### src/rtl/rrts_pkg.sv
`timescale 1ns / 1ps
// Shared constants, codes and types of the round-robin task scheduler.
// Depends on nothing; every other file refers to it by scoped names.
package rrts_pkg;

  // table geometry
  localparam int MAX_TASKS = 16;
  localparam int SLOT_W    = $clog2(MAX_TASKS);
  localparam int COUNT_W   = $clog2(MAX_TASKS + 1);

  // field widths
  localparam int MODE_W   = 2;
  localparam int ENTRY_W  = 64;
  localparam int SLICE_W  = 16;
  localparam int ID_W     = 4;
  localparam int STATUS_W = 2;

  localparam logic [SLICE_W-1:0] SLICE_RESET = 16'd10;

  // item modes
  localparam logic [MODE_W-1:0] MODE_TICK   = 2'd0;
  localparam logic [MODE_W-1:0] MODE_CREATE = 2'd1;
  localparam logic [MODE_W-1:0] MODE_EXIT   = 2'd2;
  localparam logic [MODE_W-1:0] MODE_SCHED  = 2'd3;

  // task status codes
  localparam logic [STATUS_W-1:0] ST_READY      = 2'd0;
  localparam logic [STATUS_W-1:0] ST_RUNNING    = 2'd1;
  localparam logic [STATUS_W-1:0] ST_TERMINATED = 2'd2;

  // controller to datapath commands
  typedef struct packed {
    logic capture;    // latch the accepted item
    logic tick;       // count down the current slice
    logic create;     // add a task if allowed
    logic term;       // mark the current task terminated
    logic walk_init;  // start a ring walk after the current task
    logic walk_step;  // follow one ring link
    logic commit;     // switch to the walk position
    logic result;     // load the output register
  } cmd_t;

  // datapath to controller status
  typedef struct packed {
    logic [MODE_W-1:0] mode;
    logic              slice_expired;
    logic              walk_fail;
    logic              walk_hit;
    logic              out_free;
  } stat_t;

  // one result item
  typedef struct packed {
    logic               switched;
    logic [ID_W-1:0]    prev_id;
    logic [ID_W-1:0]    next_id;
    logic [ENTRY_W-1:0] next_entry;
    logic               create_ok;
    logic [ID_W-1:0]    created_id;
    logic [ID_W-1:0]    current_id;
  } result_t;

endpackage

### src/rtl/rrts_in_if.sv
`timescale 1ns / 1ps
// Input channel of the scheduler: valid/ready with mode and entry address.
// Depends on rrts_pkg for field widths.
interface rrts_in_if;
  logic                          valid;
  logic                          ready;
  logic [rrts_pkg::MODE_W-1:0]   mode;
  logic [rrts_pkg::ENTRY_W-1:0]  entry_address;

  modport source (output valid, output mode, output entry_address, input ready);
  modport sink   (input valid, input mode, input entry_address, output ready);
endinterface

### src/rtl/rrts_out_if.sv
`timescale 1ns / 1ps
// Result channel of the scheduler: valid/ready with the switch and create report.
// Depends on rrts_pkg for field widths.
interface rrts_out_if;
  logic                         valid;
  logic                         ready;
  logic                         switched;
  logic [rrts_pkg::ID_W-1:0]    prev_id;
  logic [rrts_pkg::ID_W-1:0]    next_id;
  logic [rrts_pkg::ENTRY_W-1:0] next_entry;
  logic                         create_ok;
  logic [rrts_pkg::ID_W-1:0]    created_id;
  logic [rrts_pkg::ID_W-1:0]    current_id;

  modport source (output valid, output switched, output prev_id, output next_id,
                  output next_entry, output create_ok, output created_id,
                  output current_id, input ready);
  modport sink   (input valid, input switched, input prev_id, input next_id,
                  input next_entry, input create_ok, input created_id,
                  input current_id, output ready);
endinterface

### src/rtl/rrts_dp.sv
`timescale 1ns / 1ps
// Scheduler datapath: task tables, ring walker, slice counters, output register.
// Depends on rrts_pkg; driven by rrts_ctrl through cmd_t and reports stat_t.
module rrts_dp (
  input  logic                          clk,
  input  logic                          rst_n,
  input  logic                          cfg_we,
  input  logic [rrts_pkg::SLICE_W-1:0]  cfg_wdata,
  input  logic [rrts_pkg::MODE_W-1:0]   in_mode,
  input  logic [rrts_pkg::ENTRY_W-1:0]  in_entry,
  input  rrts_pkg::cmd_t                cmd_i,
  output rrts_pkg::stat_t               stat_o,
  output rrts_pkg::result_t             out_o,
  output logic                          out_valid_o,
  input  logic                          out_ready
);

  // task tables
  logic [rrts_pkg::STATUS_W-1:0] status_r    [rrts_pkg::MAX_TASKS];
  logic [rrts_pkg::SLOT_W-1:0]   link_r      [rrts_pkg::MAX_TASKS];
  logic [rrts_pkg::SLICE_W-1:0]  slice_r     [rrts_pkg::MAX_TASKS];
  logic [rrts_pkg::ENTRY_W-1:0]  entry_tab_r [rrts_pkg::MAX_TASKS];

  // scheduler control state
  logic [rrts_pkg::SLICE_W-1:0]  slice_len_r;
  logic [rrts_pkg::SLOT_W-1:0]   cur_r;
  logic [rrts_pkg::COUNT_W-1:0]  used_r;
  logic                          out_valid_r;

  // per-item working registers
  logic [rrts_pkg::MODE_W-1:0]   mode_r;
  logic [rrts_pkg::ENTRY_W-1:0]  entry_r;
  logic [rrts_pkg::SLOT_W-1:0]   prev_r;
  logic [rrts_pkg::SLOT_W-1:0]   walk_r;
  logic [rrts_pkg::COUNT_W-1:0]  steps_r;
  logic                          sw_r;
  logic                          made_r;
  logic [rrts_pkg::SLOT_W-1:0]   made_id_r;
  logic [rrts_pkg::ENTRY_W-1:0]  next_entry_r;
  rrts_pkg::result_t             out_r;

  logic [rrts_pkg::SLICE_W-1:0]  slice_cur;
  logic                          expired;
  logic                          create_ok;
  logic [rrts_pkg::SLOT_W-1:0]   new_slot;
  logic [rrts_pkg::SLOT_W-1:0]   link_rd;
  logic [rrts_pkg::STATUS_W-1:0] walk_status;
  logic                          walk_fail;
  logic                          walk_hit;

  // decode the current item against the tables
  assign slice_cur   = slice_r[cur_r];
  assign expired     = (slice_cur < rrts_pkg::SLICE_W'(2));
  assign create_ok   = (entry_r != '0) &&
                       (used_r != rrts_pkg::COUNT_W'(rrts_pkg::MAX_TASKS));
  assign new_slot    = used_r[rrts_pkg::SLOT_W-1:0];
  assign link_rd     = link_r[cmd_i.walk_init ? cur_r : walk_r];
  assign walk_status = status_r[walk_r];
  assign walk_fail   = (walk_r == prev_r) ||
                       (steps_r == rrts_pkg::COUNT_W'(rrts_pkg::MAX_TASKS));
  assign walk_hit    = !walk_fail && ((walk_status == rrts_pkg::ST_READY) ||
                                      (walk_status == rrts_pkg::ST_RUNNING));

  assign stat_o.mode          = mode_r;
  assign stat_o.slice_expired = expired;
  assign stat_o.walk_fail     = walk_fail;
  assign stat_o.walk_hit      = walk_hit;
  assign stat_o.out_free      = !out_valid_r || out_ready;

  // update the task tables
  always_ff @(posedge clk) begin
    if (!rst_n) begin
      for (int i = 0; i < rrts_pkg::MAX_TASKS; i++) begin
        status_r[i]    <= rrts_pkg::ST_READY;
        link_r[i]      <= '0;
        slice_r[i]     <= rrts_pkg::SLICE_RESET;
        entry_tab_r[i] <= '0;
      end
      status_r[0] <= rrts_pkg::ST_RUNNING;
    end else begin
      if (cmd_i.tick) begin
        slice_r[cur_r] <= expired ? slice_len_r : slice_cur - 1'b1;
      end
      if (cmd_i.create && create_ok) begin
        status_r[new_slot]    <= rrts_pkg::ST_READY;
        slice_r[new_slot]     <= slice_len_r;
        entry_tab_r[new_slot] <= entry_r;
        link_r[new_slot]      <= link_r[0];
        link_r[0]             <= new_slot;
      end
      if (cmd_i.term) begin
        status_r[cur_r] <= rrts_pkg::ST_TERMINATED;
      end
      if (cmd_i.commit) begin
        if (status_r[prev_r] == rrts_pkg::ST_RUNNING) begin
          status_r[prev_r] <= rrts_pkg::ST_READY;
        end
        status_r[walk_r] <= rrts_pkg::ST_RUNNING;
      end
    end
  end

  // hold slice length, current slot, fill count and output valid
  always_ff @(posedge clk) begin
    if (!rst_n) begin
      slice_len_r <= rrts_pkg::SLICE_RESET;
      cur_r       <= '0;
      used_r      <= rrts_pkg::COUNT_W'(1);
      out_valid_r <= 1'b0;
    end else begin
      if (cfg_we) begin
        slice_len_r <= cfg_wdata;
      end
      if (cmd_i.create && create_ok) begin
        used_r <= used_r + 1'b1;
      end
      if (cmd_i.commit) begin
        cur_r <= walk_r;
      end
      if (cmd_i.result) begin
        out_valid_r <= 1'b1;
      end else if (out_ready) begin
        out_valid_r <= 1'b0;
      end
    end
  end

  // advance the walker and collect the result
  always_ff @(posedge clk) begin
    if (cmd_i.capture) begin
      mode_r       <= in_mode;
      entry_r      <= in_entry;
      sw_r         <= 1'b0;
      made_r       <= 1'b0;
      made_id_r    <= '0;
      next_entry_r <= '0;
    end
    if (cmd_i.create && create_ok) begin
      made_r    <= 1'b1;
      made_id_r <= new_slot;
    end
    if (cmd_i.walk_init) begin
      prev_r  <= cur_r;
      walk_r  <= link_rd;
      steps_r <= '0;
    end
    if (cmd_i.walk_step) begin
      walk_r  <= link_rd;
      steps_r <= steps_r + 1'b1;
    end
    if (cmd_i.commit) begin
      sw_r         <= 1'b1;
      next_entry_r <= entry_tab_r[walk_r];
    end
    if (cmd_i.result) begin
      out_r.switched   <= sw_r;
      out_r.prev_id    <= sw_r ? rrts_pkg::ID_W'(prev_r) : '0;
      out_r.next_id    <= sw_r ? rrts_pkg::ID_W'(walk_r) : '0;
      out_r.next_entry <= next_entry_r;
      out_r.create_ok  <= made_r;
      out_r.created_id <= rrts_pkg::ID_W'(made_id_r);
      out_r.current_id <= rrts_pkg::ID_W'(cur_r);
    end
  end

  assign out_o       = out_r;
  assign out_valid_o = out_valid_r;

`ifndef NO_ASSERTIONS
  a_commit_runs: assert property (@(posedge clk) disable iff (!rst_n)
    cmd_i.commit |=> (cur_r == $past(walk_r)) && (status_r[cur_r] == rrts_pkg::ST_RUNNING))
    else $error("switched-to task is not current and running");

  a_used_range: assert property (@(posedge clk) disable iff (!rst_n)
    (used_r != '0) && (used_r <= rrts_pkg::COUNT_W'(rrts_pkg::MAX_TASKS)))
    else $error("slot fill count out of range");

  a_create_links: assert property (@(posedge clk) disable iff (!rst_n)
    (cmd_i.create && create_ok) |=>
      (link_r[0] == $past(new_slot)) && (used_r == $past(used_r) + 1'b1))
    else $error("new task not linked after idle slot");

  a_step_only_on_miss: assert property (@(posedge clk) disable iff (!rst_n)
    cmd_i.walk_step |-> (!walk_fail && !walk_hit))
    else $error("ring walk advanced past a decision");
`endif

endmodule

### src/rtl/rrts_ctrl.sv
`timescale 1ns / 1ps
// Scheduler controller: sequences capture, table update, ring walk and result load.
// Depends on rrts_pkg; commands rrts_dp through cmd_t.
module rrts_ctrl (
  input  logic            clk,
  input  logic            rst_n,
  input  logic            in_valid,
  output logic            in_ready,
  input  rrts_pkg::stat_t stat_i,
  output rrts_pkg::cmd_t  cmd_o
);

  localparam logic [2:0] S_IDLE   = 3'd0;
  localparam logic [2:0] S_DECODE = 3'd1;
  localparam logic [2:0] S_WINIT  = 3'd2;
  localparam logic [2:0] S_WALK   = 3'd3;
  localparam logic [2:0] S_FINISH = 3'd4;

  logic [2:0] state_r;
  logic [2:0] state_nxt;

  assign in_ready = (state_r == S_IDLE);

  // decode next state and commands
  always_comb begin
    state_nxt = state_r;
    cmd_o     = '0;
    unique case (state_r)
      S_IDLE: begin
        if (in_valid) begin
          cmd_o.capture = 1'b1;
          state_nxt     = S_DECODE;
        end
      end
      S_DECODE: begin
        unique case (stat_i.mode)
          rrts_pkg::MODE_TICK: begin
            cmd_o.tick = 1'b1;
            state_nxt  = stat_i.slice_expired ? S_WINIT : S_FINISH;
          end
          rrts_pkg::MODE_CREATE: begin
            cmd_o.create = 1'b1;
            state_nxt    = S_FINISH;
          end
          rrts_pkg::MODE_EXIT: begin
            cmd_o.term = 1'b1;
            state_nxt  = S_WINIT;
          end
          rrts_pkg::MODE_SCHED: begin
            state_nxt = S_WINIT;
          end
          default: state_nxt = S_FINISH;
        endcase
      end
      S_WINIT: begin
        cmd_o.walk_init = 1'b1;
        state_nxt       = S_WALK;
      end
      S_WALK: begin
        if (stat_i.walk_fail) begin
          state_nxt = S_FINISH;
        end else if (stat_i.walk_hit) begin
          cmd_o.commit = 1'b1;
          state_nxt    = S_FINISH;
        end else begin
          cmd_o.walk_step = 1'b1;
        end
      end
      S_FINISH: begin
        if (stat_i.out_free) begin
          cmd_o.result = 1'b1;
          state_nxt    = S_IDLE;
        end
      end
      default: state_nxt = S_IDLE;
    endcase
  end

  // hold the state
  always_ff @(posedge clk) begin
    if (!rst_n) begin
      state_r <= S_IDLE;
    end else begin
      state_r <= state_nxt;
    end
  end

endmodule

### src/rtl/round_robin_task_scheduler.sv
`timescale 1ns / 1ps
// Round-robin task scheduler, top level: controller plus datapath.
// Items are taken one at a time, only in idle. Ticks that do not expire and creates go from decode
// to finish, which loads the result once the output is free. Schedule, exit and expiring ticks walk
// the ring in between, following one link of the ring table per cycle until it finds a ready or running task or fails.
// Synchronous active-low reset: slot 0 running and self-linked, slice length 10, no result.
module round_robin_task_scheduler (
  input  logic                          clk,
  input  logic                          rst_n,
  input  logic                          cfg_we,
  input  logic [rrts_pkg::SLICE_W-1:0]  cfg_wdata,
  rrts_in_if.sink                       in_ch,
  rrts_out_if.source                    out_ch
);

  rrts_pkg::cmd_t    cmd;
  rrts_pkg::stat_t   stat;
  rrts_pkg::result_t res;
  logic              res_valid;

  rrts_ctrl u_ctrl (
    .clk      (clk),
    .rst_n    (rst_n),
    .in_valid (in_ch.valid),
    .in_ready (in_ch.ready),
    .stat_i   (stat),
    .cmd_o    (cmd)
  );

  rrts_dp u_dp (
    .clk         (clk),
    .rst_n       (rst_n),
    .cfg_we      (cfg_we),
    .cfg_wdata   (cfg_wdata),
    .in_mode     (in_ch.mode),
    .in_entry    (in_ch.entry_address),
    .cmd_i       (cmd),
    .stat_o      (stat),
    .out_o       (res),
    .out_valid_o (res_valid),
    .out_ready   (out_ch.ready)
  );

  // drive the result channel
  assign out_ch.valid      = res_valid;
  assign out_ch.switched   = res.switched;
  assign out_ch.prev_id    = res.prev_id;
  assign out_ch.next_id    = res.next_id;
  assign out_ch.next_entry = res.next_entry;
  assign out_ch.create_ok  = res.create_ok;
  assign out_ch.created_id = res.created_id;
  assign out_ch.current_id = res.current_id;

endmodule
### src/flat_wrapper.sv
// flat-port wrapper written by rule: the top's interface ports become plain ports
module round_robin_task_scheduler_flat 
  (clk, rst_n, cfg_we, cfg_wdata, in_ch_valid, in_ch_mode, in_ch_entry_address, in_ch_ready, out_ch_valid, out_ch_switched, out_ch_prev_id, out_ch_next_id, out_ch_next_entry, out_ch_create_ok, out_ch_created_id, out_ch_current_id, out_ch_ready);
  rrts_in_if in_ch_i ();
  rrts_out_if out_ch_i ();
  input  logic clk;
  input  logic rst_n;
  input  logic cfg_we;
  input  logic [rrts_pkg::SLICE_W-1:0] cfg_wdata;
  input wire logic [$bits(in_ch_i.valid)-1:0] in_ch_valid;
  input wire logic [$bits(in_ch_i.mode)-1:0] in_ch_mode;
  input wire logic [$bits(in_ch_i.entry_address)-1:0] in_ch_entry_address;
  output wire logic [$bits(in_ch_i.ready)-1:0] in_ch_ready;
  output wire logic [$bits(out_ch_i.valid)-1:0] out_ch_valid;
  output wire logic [$bits(out_ch_i.switched)-1:0] out_ch_switched;
  output wire logic [$bits(out_ch_i.prev_id)-1:0] out_ch_prev_id;
  output wire logic [$bits(out_ch_i.next_id)-1:0] out_ch_next_id;
  output wire logic [$bits(out_ch_i.next_entry)-1:0] out_ch_next_entry;
  output wire logic [$bits(out_ch_i.create_ok)-1:0] out_ch_create_ok;
  output wire logic [$bits(out_ch_i.created_id)-1:0] out_ch_created_id;
  output wire logic [$bits(out_ch_i.current_id)-1:0] out_ch_current_id;
  input wire logic [$bits(out_ch_i.ready)-1:0] out_ch_ready;
  assign in_ch_i.valid = in_ch_valid;
  assign in_ch_i.mode = in_ch_mode;
  assign in_ch_i.entry_address = in_ch_entry_address;
  assign in_ch_ready = in_ch_i.ready;
  assign out_ch_valid = out_ch_i.valid;
  assign out_ch_switched = out_ch_i.switched;
  assign out_ch_prev_id = out_ch_i.prev_id;
  assign out_ch_next_id = out_ch_i.next_id;
  assign out_ch_next_entry = out_ch_i.next_entry;
  assign out_ch_create_ok = out_ch_i.create_ok;
  assign out_ch_created_id = out_ch_i.created_id;
  assign out_ch_current_id = out_ch_i.current_id;
  assign out_ch_i.ready = out_ch_ready;
  round_robin_task_scheduler u_core (.clk(clk), .rst_n(rst_n), .cfg_we(cfg_we), .cfg_wdata(cfg_wdata), .in_ch(in_ch_i), .out_ch(out_ch_i));
endmodule
### config.mk
export PLATFORM = sky130hd
export DESIGN_NAME = round_robin_task_scheduler_flat
export DESIGN_NICKNAME = d
export VERILOG_FILES = /design/src/rtl/rrts_pkg.sv /design/src/rtl/rrts_in_if.sv /design/src/rtl/rrts_out_if.sv /design/src/rtl/rrts_dp.sv /design/src/rtl/rrts_ctrl.sv /design/src/rtl/round_robin_task_scheduler.sv /design/src/flat_wrapper.sv
export SDC_FILE = /design/constraint.sdc
export NUM_CORES = 2
export LEC_CHECK = 0
export BUFFER_PORTS_ARGS = -buffer_cell sky130_fd_sc_hd__buf_2
export CAP_MARGIN = 20
export CORE_UTILIZATION = 45
export DETAILED_ROUTE_END_ITERATION = 10
export GPL_ROUTABILITY_DRIVEN = 0
export GPL_TIMING_DRIVEN = 0
export PLACE_DENSITY_LB_ADDON = 0.1
export SETUP_SLACK_MARGIN = 0.5
export SYNTH_ARGS = -nofsm -noshare
export SYNTH_HDL_FRONTEND = slang
export SYNTH_SLANG_ARGS = --single-unit
### constraint.sdc
create_clock -name clk -period 8.5 [get_ports clk]
set_clock_uncertainty 0.1 [all_clocks]
set_input_delay 0.425 -clock clk [delete_from_list [all_inputs] [get_ports clk]]
set_output_delay 0.425 -clock clk [all_outputs]
set_load 0.01 [all_outputs]
==> impl_results.md <==
- Area of the multi-input gates: 0.02182 mm2
- Clock transition at path regs: 0.06 ns
- Register area: 0.04874 mm2
- TNS Setup: 0 ns
- CP max stage cell: nor4_2
- Fin cells: 7,262
- Crit-path max cell delay: 0.92 ns
- Startpoint Class: register
- Drt drc: 0
- Initial antenna violation count: 13
- Dpl ws: 1.793 ns
- Top post-synthesis cells by area: edfxtp_1, mux4_2, and3_1, and2_1, dfxtp_1
- Synth top cells by count: edfxtp_1, and3_1, and2_1
- Max cap viols: 0
- Clk Latency, worst-skew pair: 0.81 ns
- GRT overflow: 0
- Number of global-route vias before repair: 43,520
- F_max: 147.7 MHz
- Post-synth EDFFs: 1,573
- Number of diodes: 0
- Placed inst area: 0.07679 mm2
- Reg2Reg Depth: 10
- Syn_nets: 4,645
- Number of routed nets with antenna violations: 0
- Most frequent cell after synthesis: edfxtp_1
- #FFs+latches synth: 1,648
- Area grow syn2layout: 15.20%
- Area leader, netlist: edfxtp_1
- Post-Synthesis Cells: 4,551
- CP bufs+invs: 2
- Synth cell types: 78
- Num ports: 171
- WHS: 0.05231 ns
- Share of cells above drive strength 1: 20.23%
- Max_slew headroom: 19.28%
- Yosys warns: 0
- # nets final: 5,134
- Async SR Flop Fraction: 0%
- Avg Inst Size Synth: 15.90 um2
- Yosys top cell area share: 65.29%
- Longest Clk Path Bufs: 3
- FF-to-FF setup slack: 1.73 ns
- Run status: complete, no violations
- Full die area: 0.1624 mm2
- Largest net degree at the start of global routing: 51
- WP depth: 10
- CTS Sinks: 1,648
- Top FF cell, synth: edfxtp_1
- R2r endpoint: u_core.u_dp.slice_r[5][14]
- Routed WL: 214,300 um
- Class of the worst hold path: primary input to register
- Placed insts: 6,833
- Setup crit start: u_core.u_dp.entry_r[42]
- Chip Height: 403.0 um
- Worst Path Arrival: 6.98 ns
- Routed WL per cell: 29.51 um
- P per Cell Area: 215.8 mW/mm2
- Fill cell count: 13,130
- GRT Util Overall: 26.42%
- Cell mode on critical path: clkbuf_1
- Die width: 403.0 um
- RSZ-0062 raised after global routing: no
- Fin area: 0.08335 mm2
- Setup Buffers After CTS: 0
- Max-slew violations: 0
- Final setup viols: 0
- Worst setup EP type: register
- Sequential area share after synthesis: 67.36%
- Initial DRT Pass Iterations: 6
- TritonCTS buffer count: 179
- CP top delay family: simple AND/OR/NAND/NOR gates
- CTS tree: yes
- Crit Path Class: register to register
- Starting density of the core: 45.53%
- Leak pwr: 30.86 nW
- CP required: 8.71 ns
- Post-Syn Area: 0.07235 mm2
- CORE AREA: 0.1589 mm2
- Vias per inst: 5.873
- Crit path cell chain: nor4_1 -> nand4_1 -> nor4_2 -> or2_2 -> clkbuf_1 -> nor3_1 -> nand2b_1 -> a22oi_1 -> clkbuf_1 -> nand2_1
- # port buffers: 169
- Min Tclk post-route: 6.771 ns
- Final worst slack: 1.729 ns
- First-pass GRT wire length: 308,000 um
- Via Count: 42,650
- CP max FO: 16
- DP Wirelength: 144,900 um
- Least-Margin Pin Slew: 1.211 ns
- Num rows: 146
- Root Buffer: clkbuf_16
- Final Cycle Share: 79.66%
- Crit path to: u_core.u_dp.slice_r[5][14]
- Peak supply drop: 249.1 uV
- Final hold viol count: 0
- DR iter-0 viols: 4,608
- Htree depth: 4
- RR Startpoint: u_core.u_dp.entry_r[42]
[sequential cells by signal, indices dropped and copies added, names as in the netlist, named ones only]
register                  cells
u_core.u_ctrl.state_r         3
u_core.u_dp.cur_r             4
u_core.u_dp.entry_r          64
u_core.u_dp.entry_tab_r    1024
u_core.u_dp.link_r           64
u_core.u_dp.made_id_r         4
u_core.u_dp.made_r            1
u_core.u_dp.mode_r            2
u_core.u_dp.next_entry_r     64
u_core.u_dp.out_o            82
u_core.u_dp.out_valid_o       1
u_core.u_dp.prev_r            4
u_core.u_dp.slice_len_r      16
u_core.u_dp.slice_r         256
u_core.u_dp.status_r         32
u_core.u_dp.steps_r           5
u_core.u_dp.sw_r              1
u_core.u_dp.used_r            5
u_core.u_dp.walk_r            4
[stage by stage]
step / total power [mW] / util [%]
3_3_place_gp: 10.61 / 47.69
3_5_place_dp: 10.63 / 48.32
6_report: 17.99 / 52.44
2_1_floorplan: 10.08 / -
4_1_cts: 18.09 / 52.35
5_1_grt: 18.45 / 52.44
[final cells by class]
cell class	count	share of cell area (%)
clock buffer	232	5.724
tap	2072	3.110
clock inverter	99	0.9247
inverter	25	0.1156
timing repair buffer	308	3.240
multi-input combinational	2443	26.18
buffer	435	2.234
sequential	1648	58.47
[layer usage]
layer | GRT usage (%) | vias up | wire length (um)
met2 | 41.40 | 1587 | 99630
met5 | 0 | - | 0
met3 | 3.858 | 305 | 13890
met4 | 8.098 | 0 | 6439
li1 | - | 18400 | -
met1 | 38.31 | 22360 | 94350
[kinds of logic after synthesis]
group | synth area share [%]
and+or+nand+nor | 14.48
AOI/OAI and AO/OA | 1.314
muxes | 13.85
DFF | 67.36
buffers and inverters | 2.684
adders and majority gates | 0.1210
xor gates and xnor gates | 0.1816
[power breakdown]
group | total, mW | internal [mW] | leakage, nW | switching [mW]
clock | 7.50 | 4.23 | 2.71 | 3.27
combinational | 1.16 | 0.440 | 11.6 | 0.721
sequential | 9.33 | 9.17 | 16.6 | 0.153
total | 18.0 | 13.8 | 30.9 | 4.14
[worst register-to-register path: stages, from the launching register on]
cell      delay (ns)
edfxtp_1        0.68
nor4_1          0.89
nand4_1         0.31
nor4_2          0.92
or2_2           0.24
clkbuf_1        0.47
nor3_1          0.23
nand2b_1        0.20
a22oi_1         0.82
clkbuf_1        0.64
nand2_1         0.78
[placed cells by master, fill, tap and decap left out, drive strengths merged, types with 87 or more instances in the layout]
cell type | netlist | layout
and2 | 545 | 545
and3 | 554 | 554
buf | 68 | 289
clkbuf | 366 | 598
dlygate4sd3 | 0 | 87
edfxtp | 1573 | 1573
mux4 | 403 | 403
nand2 | 129 | 129
nor2 | 220 | 220
nor3 | 115 | 115
[repair_timing]
action                    CTS  global route
hold endpoints to repair   87             0
resized for setup           0             0
hold buffers               87             0
[worst min path at each step]
stage                     cells after the start  slack, ns                         end                          from
after global routing                          3       0.06  u_core.u_dp.slice_len_r[6]                        cfg_we
after floorplan                               0       0.30       u_core.u_dp.out_o[10]   u_core.u_dp.next_entry_r[1]
after global placement                        0       0.30       u_core.u_dp.out_o[19]  u_core.u_dp.next_entry_r[10]
after CTS                                     3      0.008  u_core.u_dp.slice_len_r[6]                        cfg_we
after detailed placement                      0       0.30       u_core.u_dp.out_o[14]   u_core.u_dp.next_entry_r[5]
final                                         3       0.05  u_core.u_dp.slice_len_r[6]                        cfg_we
Note: power is estimated with default switching activity, not from simulation.
